### src/hdl/rf_remote_pulse_width_decoder_macros.svh
// Assertion macros for the pulse-width remote decoder.
// Included by the top level; it has no other dependencies.
`ifndef RF_REMOTE_PULSE_WIDTH_DECODER_MACROS_SVH
`define RF_REMOTE_PULSE_WIDTH_DECODER_MACROS_SVH

// Implication checked in the same cycle, ignored while reset is held.
`define RFPWD_ASSERT_NOW(label, clk, rst_n, ante, cons) \
  label: assert property (@(posedge clk) disable iff (!rst_n) (ante) |-> (cons)) \
    else $error("rfpwd check failed");

// Implication checked in the next cycle, ignored while reset is held.
`define RFPWD_ASSERT_NEXT(label, clk, rst_n, ante, cons) \
  label: assert property (@(posedge clk) disable iff (!rst_n) (ante) |=> (cons)) \
    else $error("rfpwd check failed");

`endif

### src/hdl/rfpwd_pkg.sv
// Package for the pulse-width remote decoder: payload types, codes and reset values.
// No dependencies; used by every module of the block.
`timescale 1ns / 1ps

package rfpwd_pkg;

  localparam int CODE_BITS   = 24;
  localparam int QUEUE_DEPTH = 2;
  localparam int BITS_W      = 5;

  typedef enum logic [1:0] {
    CMD_EDGE          = 2'd0,
    CMD_HOLD_TICK     = 2'd1,
    CMD_INTERVAL_TICK = 2'd2,
    CMD_HANDLED       = 2'd3
  } cmd_t;

  localparam logic [2:0] REG_HEADER_MIN     = 3'd0;
  localparam logic [2:0] REG_HEADER_MAX     = 3'd1;
  localparam logic [2:0] REG_SHORT_MIN      = 3'd2;
  localparam logic [2:0] REG_SHORT_MAX      = 3'd3;
  localparam logic [2:0] REG_LONG_MIN       = 3'd4;
  localparam logic [2:0] REG_LONG_MAX       = 3'd5;
  localparam logic [2:0] REG_HOLD_TICKS     = 3'd6;
  localparam logic [2:0] REG_INTERVAL_TICKS = 3'd7;

  localparam logic [15:0] RST_HEADER_MIN     = 16'd8000;
  localparam logic [15:0] RST_HEADER_MAX     = 16'd14000;
  localparam logic [15:0] RST_SHORT_MIN      = 16'd200;
  localparam logic [15:0] RST_SHORT_MAX      = 16'd700;
  localparam logic [15:0] RST_LONG_MIN       = 16'd800;
  localparam logic [15:0] RST_LONG_MAX       = 16'd1600;
  localparam logic [7:0]  RST_HOLD_TICKS     = 8'd20;
  localparam logic [7:0]  RST_INTERVAL_TICKS = 8'd30;

  typedef struct packed {
    logic [1:0]  command;
    logic        pin_level;
    logic [15:0] timer_stamp;
  } in_t;

  typedef struct packed {
    logic       code_valid;
    logic [7:0] address_first;
    logic [7:0] address_second;
    logic [7:0] data_byte;
    logic       decode_enabled;
  } out_t;

  // Low-time windows used by the classifier.
  typedef struct packed {
    logic [15:0] header_min;
    logic [15:0] header_max;
    logic [15:0] short_min;
    logic [15:0] short_max;
    logic [15:0] long_min;
    logic [15:0] long_max;
  } win_t;

  // A classified request as it travels from classifier to decoder.
  typedef struct packed {
    logic [1:0] command;
    logic       pin_level;
    logic       header_hit;
    logic       bit_hit;
    logic       bit_one;
  } op_t;

endpackage

### src/hdl/rfpwd_front.sv
// Classifier: keeps the low-period start stamp and sorts each request's low time.
// Depends on rfpwd_pkg.
`timescale 1ns / 1ps

module rfpwd_front (
  input  logic             clk,
  input  logic             rst_n,
  input  logic             accept,
  input  rfpwd_pkg::in_t   in_data,
  input  rfpwd_pkg::win_t  win,
  output rfpwd_pkg::op_t   op
);

  logic [15:0] low_start_r;
  logic [15:0] low_start_nxt;
  logic [15:0] len;
  logic        wrapped;

  // A wrapped period loses one tick: 0xffff - start + end.
  assign wrapped = low_start_r > in_data.timer_stamp;
  assign len     = in_data.timer_stamp - low_start_r - {15'd0, wrapped};

  always_comb begin
    low_start_nxt = low_start_r;
    if (accept && (in_data.command == rfpwd_pkg::CMD_EDGE) && !in_data.pin_level) begin
      low_start_nxt = in_data.timer_stamp;
    end
  end

  always_ff @(posedge clk) begin
    if (!rst_n) begin
      low_start_r <= 16'd0;
    end else begin
      low_start_r <= low_start_nxt;
    end
  end

  always_comb begin
    op.command    = in_data.command;
    op.pin_level  = in_data.pin_level;
    op.header_hit = (len > win.header_min) && (len < win.header_max);
    op.bit_hit    = ((len > win.short_min) && (len < win.short_max)) ||
                    ((len > win.long_min) && (len < win.long_max));
    op.bit_one    = len < win.long_min;
  end

endmodule

### src/hdl/rfpwd_queue.sv
// Short first-in first-out queue of classified requests.
// Depends on rfpwd_pkg.
`timescale 1ns / 1ps

module rfpwd_queue #(
  parameter int DEPTH = rfpwd_pkg::QUEUE_DEPTH
) (
  input  logic           clk,
  input  logic           rst_n,
  input  logic           push,
  input  rfpwd_pkg::op_t push_data,
  input  logic           pop,
  output logic           full,
  output logic           not_empty,
  output rfpwd_pkg::op_t head
);

  localparam int AW = (DEPTH > 1) ? $clog2(DEPTH) : 1;
  localparam int CW = $clog2(DEPTH + 1);

  rfpwd_pkg::op_t slot_r [DEPTH];
  logic [AW-1:0]  wr_ptr_r, wr_ptr_nxt;
  logic [AW-1:0]  rd_ptr_r, rd_ptr_nxt;
  logic [CW-1:0]  count_r, count_nxt;

  assign full      = count_r == CW'(DEPTH);
  assign not_empty = count_r != '0;
  assign head      = slot_r[rd_ptr_r];

  always_comb begin
    wr_ptr_nxt = wr_ptr_r;
    rd_ptr_nxt = rd_ptr_r;
    count_nxt  = count_r;
    if (push) begin
      wr_ptr_nxt = (wr_ptr_r == AW'(DEPTH - 1)) ? '0 : wr_ptr_r + 1'b1;
    end
    if (pop) begin
      rd_ptr_nxt = (rd_ptr_r == AW'(DEPTH - 1)) ? '0 : rd_ptr_r + 1'b1;
    end
    if (push && !pop) begin
      count_nxt = count_r + 1'b1;
    end else if (pop && !push) begin
      count_nxt = count_r - 1'b1;
    end
  end

  always_ff @(posedge clk) begin
    if (!rst_n) begin
      wr_ptr_r <= '0;
      rd_ptr_r <= '0;
      count_r  <= '0;
    end else begin
      wr_ptr_r <= wr_ptr_nxt;
      rd_ptr_r <= rd_ptr_nxt;
      count_r  <= count_nxt;
    end
  end

  always_ff @(posedge clk) begin
    if (push) begin
      slot_r[wr_ptr_r] <= push_data;
    end
  end

endmodule

### src/hdl/rfpwd_back.sv
// Frame decoder: bit assembly, repeat confirmation, lock counters and result register.
// Depends on rfpwd_pkg.
`timescale 1ns / 1ps

module rfpwd_back (
  input  logic            clk,
  input  logic            rst_n,
  input  logic            op_valid,
  input  rfpwd_pkg::op_t  op,
  output logic            op_pop,
  input  logic [7:0]      hold_ticks,
  input  logic [7:0]      interval_ticks,
  output logic            out_valid,
  input  logic            out_ready,
  output rfpwd_pkg::out_t out_data
);

  localparam int CB = rfpwd_pkg::CODE_BITS;
  localparam int BW = rfpwd_pkg::BITS_W;

  logic                  in_frame_r, in_frame_nxt;
  logic [BW-1:0]         bits_left_r, bits_left_nxt;
  logic [7:0]            addr_one_r, addr_one_nxt;
  logic [7:0]            addr_two_r, addr_two_nxt;
  logic [7:0]            shift_byte_r, shift_byte_nxt;
  logic [CB-1:0]         prev_code_r, prev_code_nxt;
  logic                  pending_r, pending_nxt;
  logic                  enabled_r, enabled_nxt;
  logic [7:0]            hold_r, hold_nxt;
  logic [7:0]            interval_r, interval_nxt;
  logic                  out_valid_r, out_valid_nxt;
  rfpwd_pkg::out_t       out_data_r, out_data_nxt;
  logic                  hit;
  logic [7:0]            sb;
  logic [CB-1:0]         code;

  assign op_pop    = op_valid && (!out_valid_r || out_ready);
  assign out_valid = out_valid_r;
  assign out_data  = out_data_r;

  always_comb begin
    in_frame_nxt   = in_frame_r;
    bits_left_nxt  = bits_left_r;
    addr_one_nxt   = addr_one_r;
    addr_two_nxt   = addr_two_r;
    shift_byte_nxt = shift_byte_r;
    prev_code_nxt  = prev_code_r;
    pending_nxt    = pending_r;
    enabled_nxt    = enabled_r;
    hold_nxt       = hold_r;
    interval_nxt   = interval_r;
    hit            = 1'b0;
    sb             = shift_byte_r;
    code           = {addr_one_r, addr_two_r, shift_byte_r};

    case (op.command)
      rfpwd_pkg::CMD_EDGE: begin
        if (op.pin_level && enabled_r) begin
          if (!in_frame_r) begin
            if (op.header_hit) begin
              bits_left_nxt  = BW'(CB);
              addr_one_nxt   = 8'd0;
              addr_two_nxt   = 8'd0;
              shift_byte_nxt = 8'd0;
              in_frame_nxt   = 1'b1;
            end
          end else if (!op.bit_hit) begin
            in_frame_nxt = 1'b0;
          end else begin
            // Whole bytes move out to the address registers before the next bit.
            if (bits_left_r == BW'(8)) begin
              addr_two_nxt = shift_byte_r;
              sb           = 8'd0;
            end
            if (bits_left_r == BW'(16)) begin
              addr_one_nxt = shift_byte_r;
              sb           = 8'd0;
            end
            shift_byte_nxt = {sb[6:0], op.bit_one};
            bits_left_nxt  = bits_left_r - 1'b1;
            code           = {addr_one_nxt, addr_two_nxt, shift_byte_nxt};
            if (bits_left_nxt == '0) begin
              hold_nxt     = hold_ticks;
              in_frame_nxt = 1'b0;
              if (!pending_r) begin
                prev_code_nxt = code;
                pending_nxt   = 1'b1;
              end else if (prev_code_r == code) begin
                pending_nxt = 1'b0;
                enabled_nxt = 1'b0;
                hit         = 1'b1;
              end else begin
                prev_code_nxt = code;
              end
            end
          end
        end
      end
      rfpwd_pkg::CMD_HOLD_TICK: begin
        if (hold_r != 8'd0) begin
          hold_nxt = hold_r - 1'b1;
          if (hold_r == 8'd1) begin
            enabled_nxt = 1'b1;
            pending_nxt = 1'b0;
          end
        end
      end
      rfpwd_pkg::CMD_INTERVAL_TICK: begin
        if (interval_r != 8'd0) begin
          interval_nxt = interval_r - 1'b1;
          if (interval_r == 8'd1) begin
            enabled_nxt = 1'b1;
          end
        end
      end
      rfpwd_pkg::CMD_HANDLED: begin
        interval_nxt = interval_ticks;
      end
      default: begin
      end
    endcase

    out_data_nxt.code_valid     = hit;
    out_data_nxt.address_first  = hit ? code[23:16] : 8'd0;
    out_data_nxt.address_second = hit ? code[15:8]  : 8'd0;
    out_data_nxt.data_byte      = hit ? code[7:0]   : 8'd0;
    out_data_nxt.decode_enabled = enabled_nxt;

    if (op_pop) begin
      out_valid_nxt = 1'b1;
    end else if (out_ready) begin
      out_valid_nxt = 1'b0;
    end else begin
      out_valid_nxt = out_valid_r;
    end
  end

  always_ff @(posedge clk) begin
    if (!rst_n) begin
      in_frame_r   <= 1'b0;
      bits_left_r  <= '0;
      addr_one_r   <= 8'd0;
      addr_two_r   <= 8'd0;
      shift_byte_r <= 8'd0;
      prev_code_r  <= '0;
      pending_r    <= 1'b0;
      enabled_r    <= 1'b1;
      hold_r       <= 8'd0;
      interval_r   <= 8'd0;
      out_valid_r  <= 1'b0;
    end else begin
      out_valid_r <= out_valid_nxt;
      if (op_pop) begin
        in_frame_r   <= in_frame_nxt;
        bits_left_r  <= bits_left_nxt;
        addr_one_r   <= addr_one_nxt;
        addr_two_r   <= addr_two_nxt;
        shift_byte_r <= shift_byte_nxt;
        prev_code_r  <= prev_code_nxt;
        pending_r    <= pending_nxt;
        enabled_r    <= enabled_nxt;
        hold_r       <= hold_nxt;
        interval_r   <= interval_nxt;
      end
    end
  end

  always_ff @(posedge clk) begin
    if (op_pop) begin
      out_data_r <= out_data_nxt;
    end
  end

endmodule

### src/hdl/rf_remote_pulse_width_decoder.sv
// Top level of the pulse-width RF remote decoder: configuration registers and the
// classifier, queue and decoder. Depends on rfpwd_pkg, rfpwd_front, rfpwd_queue,
// rfpwd_back and rf_remote_pulse_width_decoder_macros.svh.
//
//   Channel  Ports                          Moves
//   -------  -----------------------------  ----------------------------------------
//   input    in_valid / in_ready / in_data  one request: command, pin level, stamp
//   result   out_valid / out_ready / out_data  one result per request
//   config   cfg_we / cfg_index / cfg_wdata    register write, no wait, no read-back
//
// One request is taken per clock cycle while the queue is not full. Its result
// is registered: the classifier writes the queue at the accepting edge and the
// decoder writes the result register when it pops the request from the queue.
// Reset is synchronous and active low; there is no clearing pass after it.
// A stalled result only holds the decoder; the classifier keeps taking requests
// until the queue between the two is full.
`timescale 1ns / 1ps
`include "rf_remote_pulse_width_decoder_macros.svh"

module rf_remote_pulse_width_decoder #(
  parameter int QUEUE_DEPTH = rfpwd_pkg::QUEUE_DEPTH
) (
  input  logic            clk,
  input  logic            rst_n,
  input  logic            in_valid,
  output logic            in_ready,
  input  rfpwd_pkg::in_t  in_data,
  output logic            out_valid,
  input  logic            out_ready,
  output rfpwd_pkg::out_t out_data,
  input  logic            cfg_we,
  input  logic [2:0]      cfg_index,
  input  logic [15:0]     cfg_wdata
);

  // Configuration registers. Windows go to the classifier, tick reloads to the
  // decoder. The user must write only while the block is idle (not enforced).
  rfpwd_pkg::win_t win_r, win_nxt;
  logic [7:0]      hold_ticks_r, hold_ticks_nxt;
  logic [7:0]      interval_ticks_r, interval_ticks_nxt;

  logic            accept;
  logic            q_full;
  logic            q_not_empty;
  logic            q_pop;
  rfpwd_pkg::op_t  front_op;
  rfpwd_pkg::op_t  q_head;

  logic            out_hit;
  logic            out_miss;
  logic            out_fields_zero;

  always_comb begin
    win_nxt            = win_r;
    hold_ticks_nxt     = hold_ticks_r;
    interval_ticks_nxt = interval_ticks_r;
    if (cfg_we) begin
      case (cfg_index)
        rfpwd_pkg::REG_HEADER_MIN:     win_nxt.header_min = cfg_wdata;
        rfpwd_pkg::REG_HEADER_MAX:     win_nxt.header_max = cfg_wdata;
        rfpwd_pkg::REG_SHORT_MIN:      win_nxt.short_min  = cfg_wdata;
        rfpwd_pkg::REG_SHORT_MAX:      win_nxt.short_max  = cfg_wdata;
        rfpwd_pkg::REG_LONG_MIN:       win_nxt.long_min   = cfg_wdata;
        rfpwd_pkg::REG_LONG_MAX:       win_nxt.long_max   = cfg_wdata;
        rfpwd_pkg::REG_HOLD_TICKS:     hold_ticks_nxt     = cfg_wdata[7:0];
        rfpwd_pkg::REG_INTERVAL_TICKS: interval_ticks_nxt = cfg_wdata[7:0];
        default: begin
        end
      endcase
    end
  end

  always_ff @(posedge clk) begin
    if (!rst_n) begin
      win_r.header_min <= rfpwd_pkg::RST_HEADER_MIN;
      win_r.header_max <= rfpwd_pkg::RST_HEADER_MAX;
      win_r.short_min  <= rfpwd_pkg::RST_SHORT_MIN;
      win_r.short_max  <= rfpwd_pkg::RST_SHORT_MAX;
      win_r.long_min   <= rfpwd_pkg::RST_LONG_MIN;
      win_r.long_max   <= rfpwd_pkg::RST_LONG_MAX;
      hold_ticks_r     <= rfpwd_pkg::RST_HOLD_TICKS;
      interval_ticks_r <= rfpwd_pkg::RST_INTERVAL_TICKS;
    end else begin
      win_r            <= win_nxt;
      hold_ticks_r     <= hold_ticks_nxt;
      interval_ticks_r <= interval_ticks_nxt;
    end
  end

  // The classifier owns the low-period start stamp, which only falling edges
  // change, so it can run ahead of the decoder without waiting on it.
  assign in_ready = !q_full;
  assign accept   = in_valid && in_ready;

  rfpwd_front u_front (
    .clk     (clk),
    .rst_n   (rst_n),
    .accept  (accept),
    .in_data (in_data),
    .win     (win_r),
    .op      (front_op)
  );

  rfpwd_queue #(
    .DEPTH (QUEUE_DEPTH)
  ) u_queue (
    .clk       (clk),
    .rst_n     (rst_n),
    .push      (accept),
    .push_data (front_op),
    .pop       (q_pop),
    .full      (q_full),
    .not_empty (q_not_empty),
    .head      (q_head)
  );

  // The decoder takes one queued request whenever its result register is free
  // or being emptied in the same cycle.
  rfpwd_back u_back (
    .clk            (clk),
    .rst_n          (rst_n),
    .op_valid       (q_not_empty),
    .op             (q_head),
    .op_pop         (q_pop),
    .hold_ticks     (hold_ticks_r),
    .interval_ticks (interval_ticks_r),
    .out_valid      (out_valid),
    .out_ready      (out_ready),
    .out_data       (out_data)
  );

  assign out_hit         = out_valid && out_data.code_valid;
  assign out_miss        = out_valid && !out_data.code_valid;
  assign out_fields_zero = (out_data.address_first == 8'd0) &&
                           (out_data.address_second == 8'd0) &&
                           (out_data.data_byte == 8'd0);

  // A confirmed code always locks the decoder.
  `RFPWD_ASSERT_NOW(a_valid_locks, clk, rst_n, out_hit, !out_data.decode_enabled)
  // Code bytes read as zero when no code was confirmed.
  `RFPWD_ASSERT_NOW(a_zero_fields, clk, rst_n, out_miss, out_fields_zero)
  // The queue can only fill up behind a held result.
  `RFPWD_ASSERT_NOW(a_full_needs_stall, clk, rst_n, !in_ready, out_valid)

endmodule
### config.mk
export PLATFORM = sky130hd
export DESIGN_NAME = rf_remote_pulse_width_decoder
export DESIGN_NICKNAME = d
export VERILOG_FILES = /design/src/hdl/rfpwd_pkg.sv /design/src/hdl/rfpwd_front.sv /design/src/hdl/rfpwd_queue.sv /design/src/hdl/rfpwd_back.sv /design/src/hdl/rf_remote_pulse_width_decoder.sv
export VERILOG_INCLUDE_DIRS = /design/src /design/src/hdl
export SDC_FILE = /design/constraint.sdc
export NUM_CORES = 1
export LEC_CHECK = 0
export BUFFER_PORTS_ARGS = -buffer_cell sky130_fd_sc_hd__clkbuf_2
export CORE_ASPECT_RATIO = 0.75
export CORE_UTILIZATION = 60
export CTS_BUF_LIST = sky130_fd_sc_hd__clkbuf_4
export DETAILED_ROUTE_END_ITERATION = 6
export GPL_ROUTABILITY_DRIVEN = 1
export PLACE_DENSITY = 0.84
export SYNTH_ARGS = -nofsm -noshare
export SYNTH_HDL_FRONTEND = slang
export SYNTH_HIERARCHICAL = 1
export SYNTH_SLANG_ARGS = --single-unit
### constraint.sdc
create_clock -name clk -period 7.55 [get_ports clk]
set_input_delay 0.3775 -clock clk [delete_from_list [all_inputs] [get_ports clk]]
set_output_delay 0.3775 -clock clk [all_outputs]
set_load 0.01 [all_outputs]
Word level (Yosys, flattened, before mapping) --
Memory sizes are Yosys's and may differ from the RTL's. A register that Yosys moved wholly into a read port is not among the register bits. Cells that the tools add are included.
Storage, ports and cells: input port bits 43, bits in registers 231, word-level logic and storage cells 195, output and inout bits 28, memories kept 1, memory bits (writable) 12
Cells by class: magnitude comparators 8, reduce and logical (&&, ||, !) cells 43, equality and inequality tests 25, muxes and demuxes 81, $add $sub $neg 9
Memory list:
- u_queue.slot_r | words 2, width 6, rd ports 1, clocked after Yosys merged registers in 1, wr ports 1, line rfpwd_queue.sv:21 | rfpwd_pkg::op_t slot_r [DEPTH];
Operators with widths (number):
- $mux 8 | 23
- $mux 24 | 6
- $gt 16x16->1 | 4
- $lt 16x16->1 | 4
- $mux 7 | 6
- $mux 1 | 37
- $pmux 8 s2 | 2
- $eq 24x24->1 | 1
- $eq 8x1->1 const B | 2
- $ne 2x1->1 const B | 8
- $reduce_and 2->1 | 8
- $reduce_bool 8->1 | 2
- $sub 16x1->16 | 1
- $sub 16x16->16 | 1
- $sub 8x1->8 const B | 2
- $mux 5 | 3
- $reduce_and 7->1 | 2
- $eq 3x3->1 const B | 4
- $reduce_bool 2->1 | 6
- $logic_and 1x1->1 | 10
- $reduce_and 8->1 | 1
- $eq 2x2->1 const B | 3
- $eq 3x2->1 const B | 2
- $reduce_and 3->1 | 2
- other kinds (18) | 26

Longest topological paths before layout --
Gate-level depths: netlist (run 1).
word-level depth 15, depth in mapped cells 27, mapped depth without buffers 27

By module --
Netlist (run 1), hierarchy kept.
By module, submodules not included:
- rfpwd_back | cells an instance 688, times used 1, area an instance 5844.4 µm²
- rf_remote_pulse_width_decoder | cells an instance 409, times used 1, area an instance 4295.4 µm²
- rfpwd_front | cells an instance 573, times used 1, area an instance 4289.1 µm²
- rfpwd_queue | cells an instance 41, times used 1, area an instance 653.1 µm²

Worst setup path after synthesis (run 1) --
Ideal clock, no wire load.
path type input to register, start input port in_data[2] (netlist bit), end memory u_queue/slot_r[0][1] (netlist bit) (data pin), slack 2.235 ns, stages 27, arrival time 5.136 ns, buffers on the path 0, library setup time 0.179 ns, data required time 7.371 ns, cell sequence inv_1 > ha_1 > inv_1 > fa_1 > o21ai_0 > nand3_1 > a311oi_1 > a2111oi_0 > a41o_1 > fa_1 > inv_1 > ha_1 > nor2_1 > fa_1 > a21o_1 > a211oi_1 > nor2_1 > o21ai_0 > a21oi_1 > xnor2_1 > ha_1 > nand4_1 > nor4_1 > a221oi_1 > nand2_1 > a311o_1 > o32ai_2
RTL lines:
- start, declared | line rf_remote_pulse_width_decoder.sv:27 | input rfpwd_pkg::in_t in_data,
- end, declared | line rfpwd_queue.sv:21

==> results of run 1 <==
-- what timing repair did --
| item | CTS | global route |
|---|---|---|
| hold endpoints to repair | 75 | 0 |
| gates resized for setup | 0 | 0 |
| hold buffers | 33 | 0 |
-- cell families (layout without fill, tap and decap cells) --
| logic type | after synthesis | count (layout) |
|---|---|---|
| simple gates | 578 | 578 |
| other cells | 0 | 2 |
| compound gates | 293 | 293 |
| buf+inv | 262 | 409 |
| flops | 244 | 244 |
| mux | 156 | 156 |
| xor+xnor | 31 | 31 |
| fa+ha+maj | 147 | 147 |
-- sequential cells by signal, summed over array words and instances (netlist names), 12 cells and up, named ones only --
name	flops
u_back/out_data	26
u_front/low_start_r	16
win_r	96
u_queue/slot_r	12
u_back/prev_code_r	24
-- synth_stat cells (5+ instances only) --
cell type	count	area, um^2
nand2_1	216	811
dfxtp_1	206	4120
inv_1	170	638
mux2i_1	149	1490
ha_1	139	1740
nor2_1	101	379
a21oi_1	76	380
nor2b_1	65	407
clkbuf_1	54	203
nor3_1	48	240
edfxtp_1	38	1140
o21ai_0	38	190
nand2b_1	32	200
nand4_1	32	200
a22oi_1	24	180
buf_2	20	100
nand3_1	19	95.1
o211ai_1	19	143
a21o_1	16	120
xnor2_1	16	140
a21boi_0	15	113
xor2_1	14	123
a211oi_1	13	97.6
and2_1	9	56.3
nor4_1	9	56.3
o31ai_1	9	67.6
a21oi_2	8	70.1
fa_1	8	160
o211ai_2	8	100
buf_4	7	52.6
o22ai_1	7	43.8
a32o_1	6	60.1
buf_6	6	67.6
mux2_2	6	67.6
o21a_1	6	45.0
a31oi_1	5	31.3
nand4b_1	5	43.8
nor3b_1	5	37.5
nor4bb_1	5	50.1
o2111ai_1	5	43.8
-- power by group --
group          total, mW  internal [mW]  switching [mW]
clock               1.11          0.550           0.557
sequential          1.53           1.46          0.0663
combinational       1.06          0.398           0.664
total               3.70           2.41            1.29
-- worst reg2reg max path: stages, from the launching register on --
cell	delay, ns
dfxtp_1	0.34
ha_1	0.14
inv_1	0.06
fa_1	0.36
o21ai_0	0.18
nand3_1	0.09
a311oi_1	0.26
a2111oi_0	0.11
a41o_1	0.23
fa_1	0.47
inv_1	0.08
ha_1	0.15
nor2_1	0.06
fa_1	0.41
a21o_1	0.23
a211oi_1	0.31
o31ai_1	0.11
a21oi_1	0.14
nor2_1	0.07
xnor2_1	0.59
ha_1	0.39
a21oi_1	0.14
nand2_1	0.07
a21oi_1	0.15
o31ai_1	0.10
a211oi_1	0.39
o32ai_2	0.17
-- per-stage QoR --
stage / cell area [um^2] / hold WS, ns / cells
6_report: 16700 / 0.108 / 2191
5_1_grt: 16700 / 0.104 / 2191
4_1_cts: 16700 / 0.0627 / 2189
3_5_place_dp: 15600 / 0.450 / 2042
3_3_place_gp: 15600 / 0.443 / 2042
2_1_floorplan: 15100 / 0.435 / 1711
-- layout make-up --
cell class	instances	area, um^2
antenna	2	5.00
clock buffer	91	683
clock inverter	23	87.6
fill	1889	7660
inverter	172	646
multi-input combinational	1205	8740
sequential	244	5270
tap	331	414
timing repair buffer	123	833
-- path summary, 6_finish.rpt --
| kind | depth (start not counted) | slack [ns] | to | start |
|---|---|---|---|---|
| setup / recovery | 29 | 1.46 | u_queue/slot_r[0][1]$_DFFE_PP_ | in_data[2] |
| hold / removal | 3 | 0.11 | win_r[37]$_SDFFE_PN1P_ | cfg_we |
| setup reg to reg | 26 | 1.49 | u_queue/slot_r[0][1]$_DFFE_PP_ | u_front/low_start_r[2]$_SDFFE_PN0P_ |
| hold reg to reg | 2 | 0.46 | win_r[38]$_SDFFE_PN0P_ | win_r[38]$_SDFFE_PN0P_ |
-- cell usage in the layout, fill, tap and decap left out, types with 38 or more instances in the layout --
cell,instances
nand2_1,216
dfxtp_1,206
inv_1,170
mux2i_1,149
ha_1,139
nor2_1,101
clkbuf_4,91
a21oi_1,76
clkbuf_2,69
nor2b_1,65
nor3_1,48
o21ai_0,38
edfxtp_1,38
-- layer usage --
metal  GRT usage [%]  vias up  wire [um]
li1                -     6166          -
met1            45.2     6184      18700
met2            43.6      614      16500
met3            8.03       73       3950
met4            8.22        0        667
met5               0        -          0
==> impl_metrics.toml, run 1 <==
[grt]
overflow = 0
grt_usage_pct = 30.6
grt_pass1_wl_um = 62900
grt_max_degree = 82
grt_pass1_vias = 12300
antenna_found_initial = 1

[run_status]
status = "complete, no violations"

[clock_network]
clock_path_buffers = 3
clk_pin_slew_ns = 0.08
cts_root_buffer = "clkbuf_4"
clk_latency_ns = 0.74
post-cts-setup-buffer-count = 0
clock-sinks = 244
cts_tree = "built"
cts-htree-levels = 2
cts_made_buffers = 61

[final_layout]
area_growth_pct = 10.6
nNetsFinal = 1997
final_layout_size_suffix_gt1_share_pct = 12.5
utilization_pct = 68.5

[critical_path]
path_class = "input pin to flip-flop"
critPathArrivalTime_ns = 6.55
cp_num_buf_inv = 5
end_kind = "flip-flop"
cp-start-kind = "input pin"
cp.required_ns = 8.01
max_stage_delay_ns = 0.59
path_max_fanout = 6
path_delay_family = "compound AO/OA/AOI/OAI gates"
critPathSlowestCell = "xnor2_1"

[timing]
min_period_ns = 6.09
rsz0062_at_grt = "no"
fin_setup_tns_ns = 0
worstMarginPinSlew_ns = 1.24
clock-skew-final_ns = 0.0488
hold_violations = 0
finalSetupViolCount = 0
fin_ws_ns = 1.46
fmax_mhz = 164
period_share_pct = 80.7
slew_headroom_pct = 16.4
final_max_slew_viol_count = 0

[place]
io_buffers = 70
dpl_worst_slack_ns = 1.30
dp_hpwl_um = 28000
gp_congestion = 0.959

[synthesis]
ys.flop_type = "dfxtp_1"
post_synth.cell_area_avg_um2 = 8.81
netlist_area_um2 = 15100
synth_compound_area_share_pct = 13.6
synthMuxAreaShare_pct = 10.4
synth-simple-area-share_pct = 19.3
synth_xor_area_share_pct = 1.85
synth_cell_types = 87
synth_top_family_by_area = "simple AND/OR/NAND/NOR gates"
seq_area_frac_synth_pct = 34.9
synth_edf_count = 38
async_reset_ff_share_pct = 0
synth_seq_cells = 244
synthAdderAreaFrac_pct = 12.6
synth_nets = 1901
yosys_warnings = 6
syn_inst = 1711

[pwr]
ir_worst_vdd_v = 0.000156
power.leakage_nw = 7.19
p_per_area_nw_per_um2 = 222
p_total_mw = 3.70

[die]
fp-row-count = 49
dieArea_um2 = 25800
start_util_pct = 62.0
die_h_um = 139
io_pins = 71
die_w_um = 185
core_um2 = 24300

[route]
wl_per_cell_um = 18.2
dr.first_iter.drc_count = 1352
drtAntennaViolNets = 0
drtPass1Iterations = 6
wl_um = 39800
drcViolationCount = 0
via_per_inst = 5.95
vias = 13000

[hold_path]
min-delay-path-class = "input pin to flip-flop"

[run]
cap_violations = 0
No activity file was read; power rests on OpenSTA's default activity.
==> run 2: changes to the inputs <==
Settings changed: CORE_UTILIZATION 60 to 58, PLACE_DENSITY 0.84 to 0.85.
Clock period 7.55 ns to 5 ns, I/O delays scaled along.
==> impl_metrics.toml, run 2 (synthesized netlist as in run 1, its figures left out) <==
[timing]
period_share_pct = 110
clock-skew-final_ns = 0.0577
fmax_mhz = 182
fin_setup_tns_ns = -2.72
min_period_ns = 5.48
final_max_slew_viol_count = 0
finalSetupViolCount = 6
rsz0062_at_grt = "yes"
fin_ws_ns = -0.480
hold_violations = 0
worstMarginPinSlew_ns = 1.04
hold_slack_ns = 0.0693
slew_headroom_pct = 30.6

[route]
via_per_inst = 5.87
drcViolationCount = 0
wl_um = 41500
wl_met3_um = 4380
met1_length_um = 19200
wl_per_cell_um = 18.2
vias = 13300
route.met2.wl_um = 17200
drtAntennaViolNets = 0
drtPass1Iterations = 5
routed.top_layer = "met4"
dr.first_iter.drc_count = 1568

[grt]
grt_max_degree = 153
antenna_found_initial = 1
grt_usage_pct = 30.8
overflow = 0
grt_pass1_vias = 13000
grt_pass1_wl_um = 65800

[pwr]
p_total_mw = 5.72
p_per_area_nw_per_um2 = 326
power.leakage_nw = 7.62
ir_worst_vdd_v = 0.000281

[place]
io_buffers = 70
dp_hpwl_um = 28800
placed_area_um2 = 16100
gp_congestion = 0.943

[run]
cap_violations = 0

[run_status]
failed_checks = "negative setup slack"
status = "finished with violations"

[final_layout]
multiInputGateArea_um2 = 9020
n_fill_cell = 1856
nNetsFinal = 2077
finalInstanceArea_um2 = 17600
layout.area.seq_um2 = 5270
top_register = "win_r"
largest_reg_flops = 96
area_growth_pct = 16.5
final_layout_size_suffix_gt1_share_pct = 18.2
final_cell_mix = "nand2_1 (215), dfxtp_1 (202), inv_1 (169)"
mostFrequentLayoutCell = "nand2_1"

[die]
io_pins = 71
start_util_pct = 59.8
fp-row-count = 50
die_w_um = 188
dieArea_um2 = 26700
core_um2 = 25200
die_h_um = 142

[clock_network]
cts_tree = "built"
cts-htree-levels = 2
clock_path_buffers = 3
cts_made_buffers = 59
clk_latency_ns = 0.75
cts_root_buffer = "clkbuf_4"
clk_pin_slew_ns = 0.07
clock-sinks = 244

[critical_path]
reg2reg_depth = 27
timing.rr.start = "u_front/low_start_r[2]$_SDFFE_PN0P_"
max_stage_delay_ns = 0.52
critPathSlowestCell = "fa_1"
rr_endpoint = "u_queue/slot_r[0][2]$_DFFE_PP_"
critPathArrivalTime_ns = 5.94
r2r_slack_ns = -0.48
path_class = "flip-flop to flip-flop"
path_max_fanout = 4
end_kind = "flip-flop"
crit_start = "u_front/low_start_r[2]$_SDFFE_PN0P_"
setup.worst_path.end = "u_queue/slot_r[0][2]$_DFFE_PP_"
cp.required_ns = 5.46
cp-start-kind = "flip-flop"

[hold_path]
min-delay-path-class = "input pin to flip-flop"
hold_depth = 3
==> run 2: cell types whose count changed in the layout (fill, tap and decap cells not counted), sizes merged <==
| cell | previous run | this run |
|---|---|---|
| buf | 21 | 99 |
| clkbuf | 160 | 152 |
| clkinv | 22 | 25 |
| clkinvlp | 0 | 1 |
| diode | 2 | 1 |
| dlygate4sd3 | 33 | 37 |
| inv | 173 | 172 |
==> run 2: layout make-up <==
type / count / area share (%)
inverters: 172 / 3.67
clock inverters: 26 / 0.605
diodes: 1 / 0.0142
flip-flops and latches: 244 / 30.0
clock buffers: 83 / 3.55
multi-input cells: 1205 / 51.3
well taps: 338 / 2.41
repair buffers: 205 / 8.44
==> run 2: where the power goes <==
part           switching, mW  leakage [nW]  total (mW)  internal, mW
Clock                  0.863         0.433        1.63         0.769
Combinational           1.06          5.15        1.78         0.724
Sequential             0.102          2.04        2.31          2.20
==> run 2: how the worst min path moves through the flow <==
stage | start | to | slack [ns]
after floorplan | rst_n | u_queue/wr_ptr_r$_SDFFE_PN0P_ | 0.37
after global routing | cfg_wdata[0] | win_r[0]$_SDFFE_PN0P_ | 0.07
after CTS | cfg_index[1] | win_r[91]$_SDFFE_PN1P_ | 0.03
final | cfg_index[0] | win_r[91]$_SDFFE_PN1P_ | 0.07
after global placement | win_r[79]$_SDFFE_PN0P_ | win_r[79]$_SDFFE_PN0P_ | 0.44
after detailed placement | win_r[57]$_SDFFE_PN0P_ | win_r[57]$_SDFFE_PN0P_ | 0.45
==> run 2: metal layers <==
metal | track usage, % | vias to the layer above
met2 | 44.9 | 660
met1 | 44.8 | 6287
met4 | 9.16 | 0
li1 | - | 6331
met5 | 0 | -
met3 | 7.15 | 70
==> run 2: worst max-delay path, delay by kind of cell (launching register included) <==
| kind | cells | cell delay [ns] |
|---|---|---|
| compound gates | 11 | 1.72 |
| xor+xnor | 1 | 0.18 |
| fa+ha+maj | 6 | 1.79 |
| buf+inv | 3 | 0.35 |
| flops | 1 | 0.35 |
| simple gates | 6 | 0.80 |
==> run 2: timing repair <==
item,CTS,global route
pin swaps,34,19
endpoints found under the hold margin,125,0
setup endpoints to repair,6,6
resized for setup,31,19
buffers inserted,4,6
hold buffers,37,0
==> run 2: stage by stage <==
stage	utilization (%)	setup slack [ns]	std cells
2_1_floorplan	-	0.0198	1711
3_3_place_gp	64.0	-0.469	2117
3_5_place_dp	64.0	-0.617	2117
4_1_cts	69.1	-0.351	2267
5_1_grt	69.7	-0.738	2274
6_report	69.7	-0.480	2274
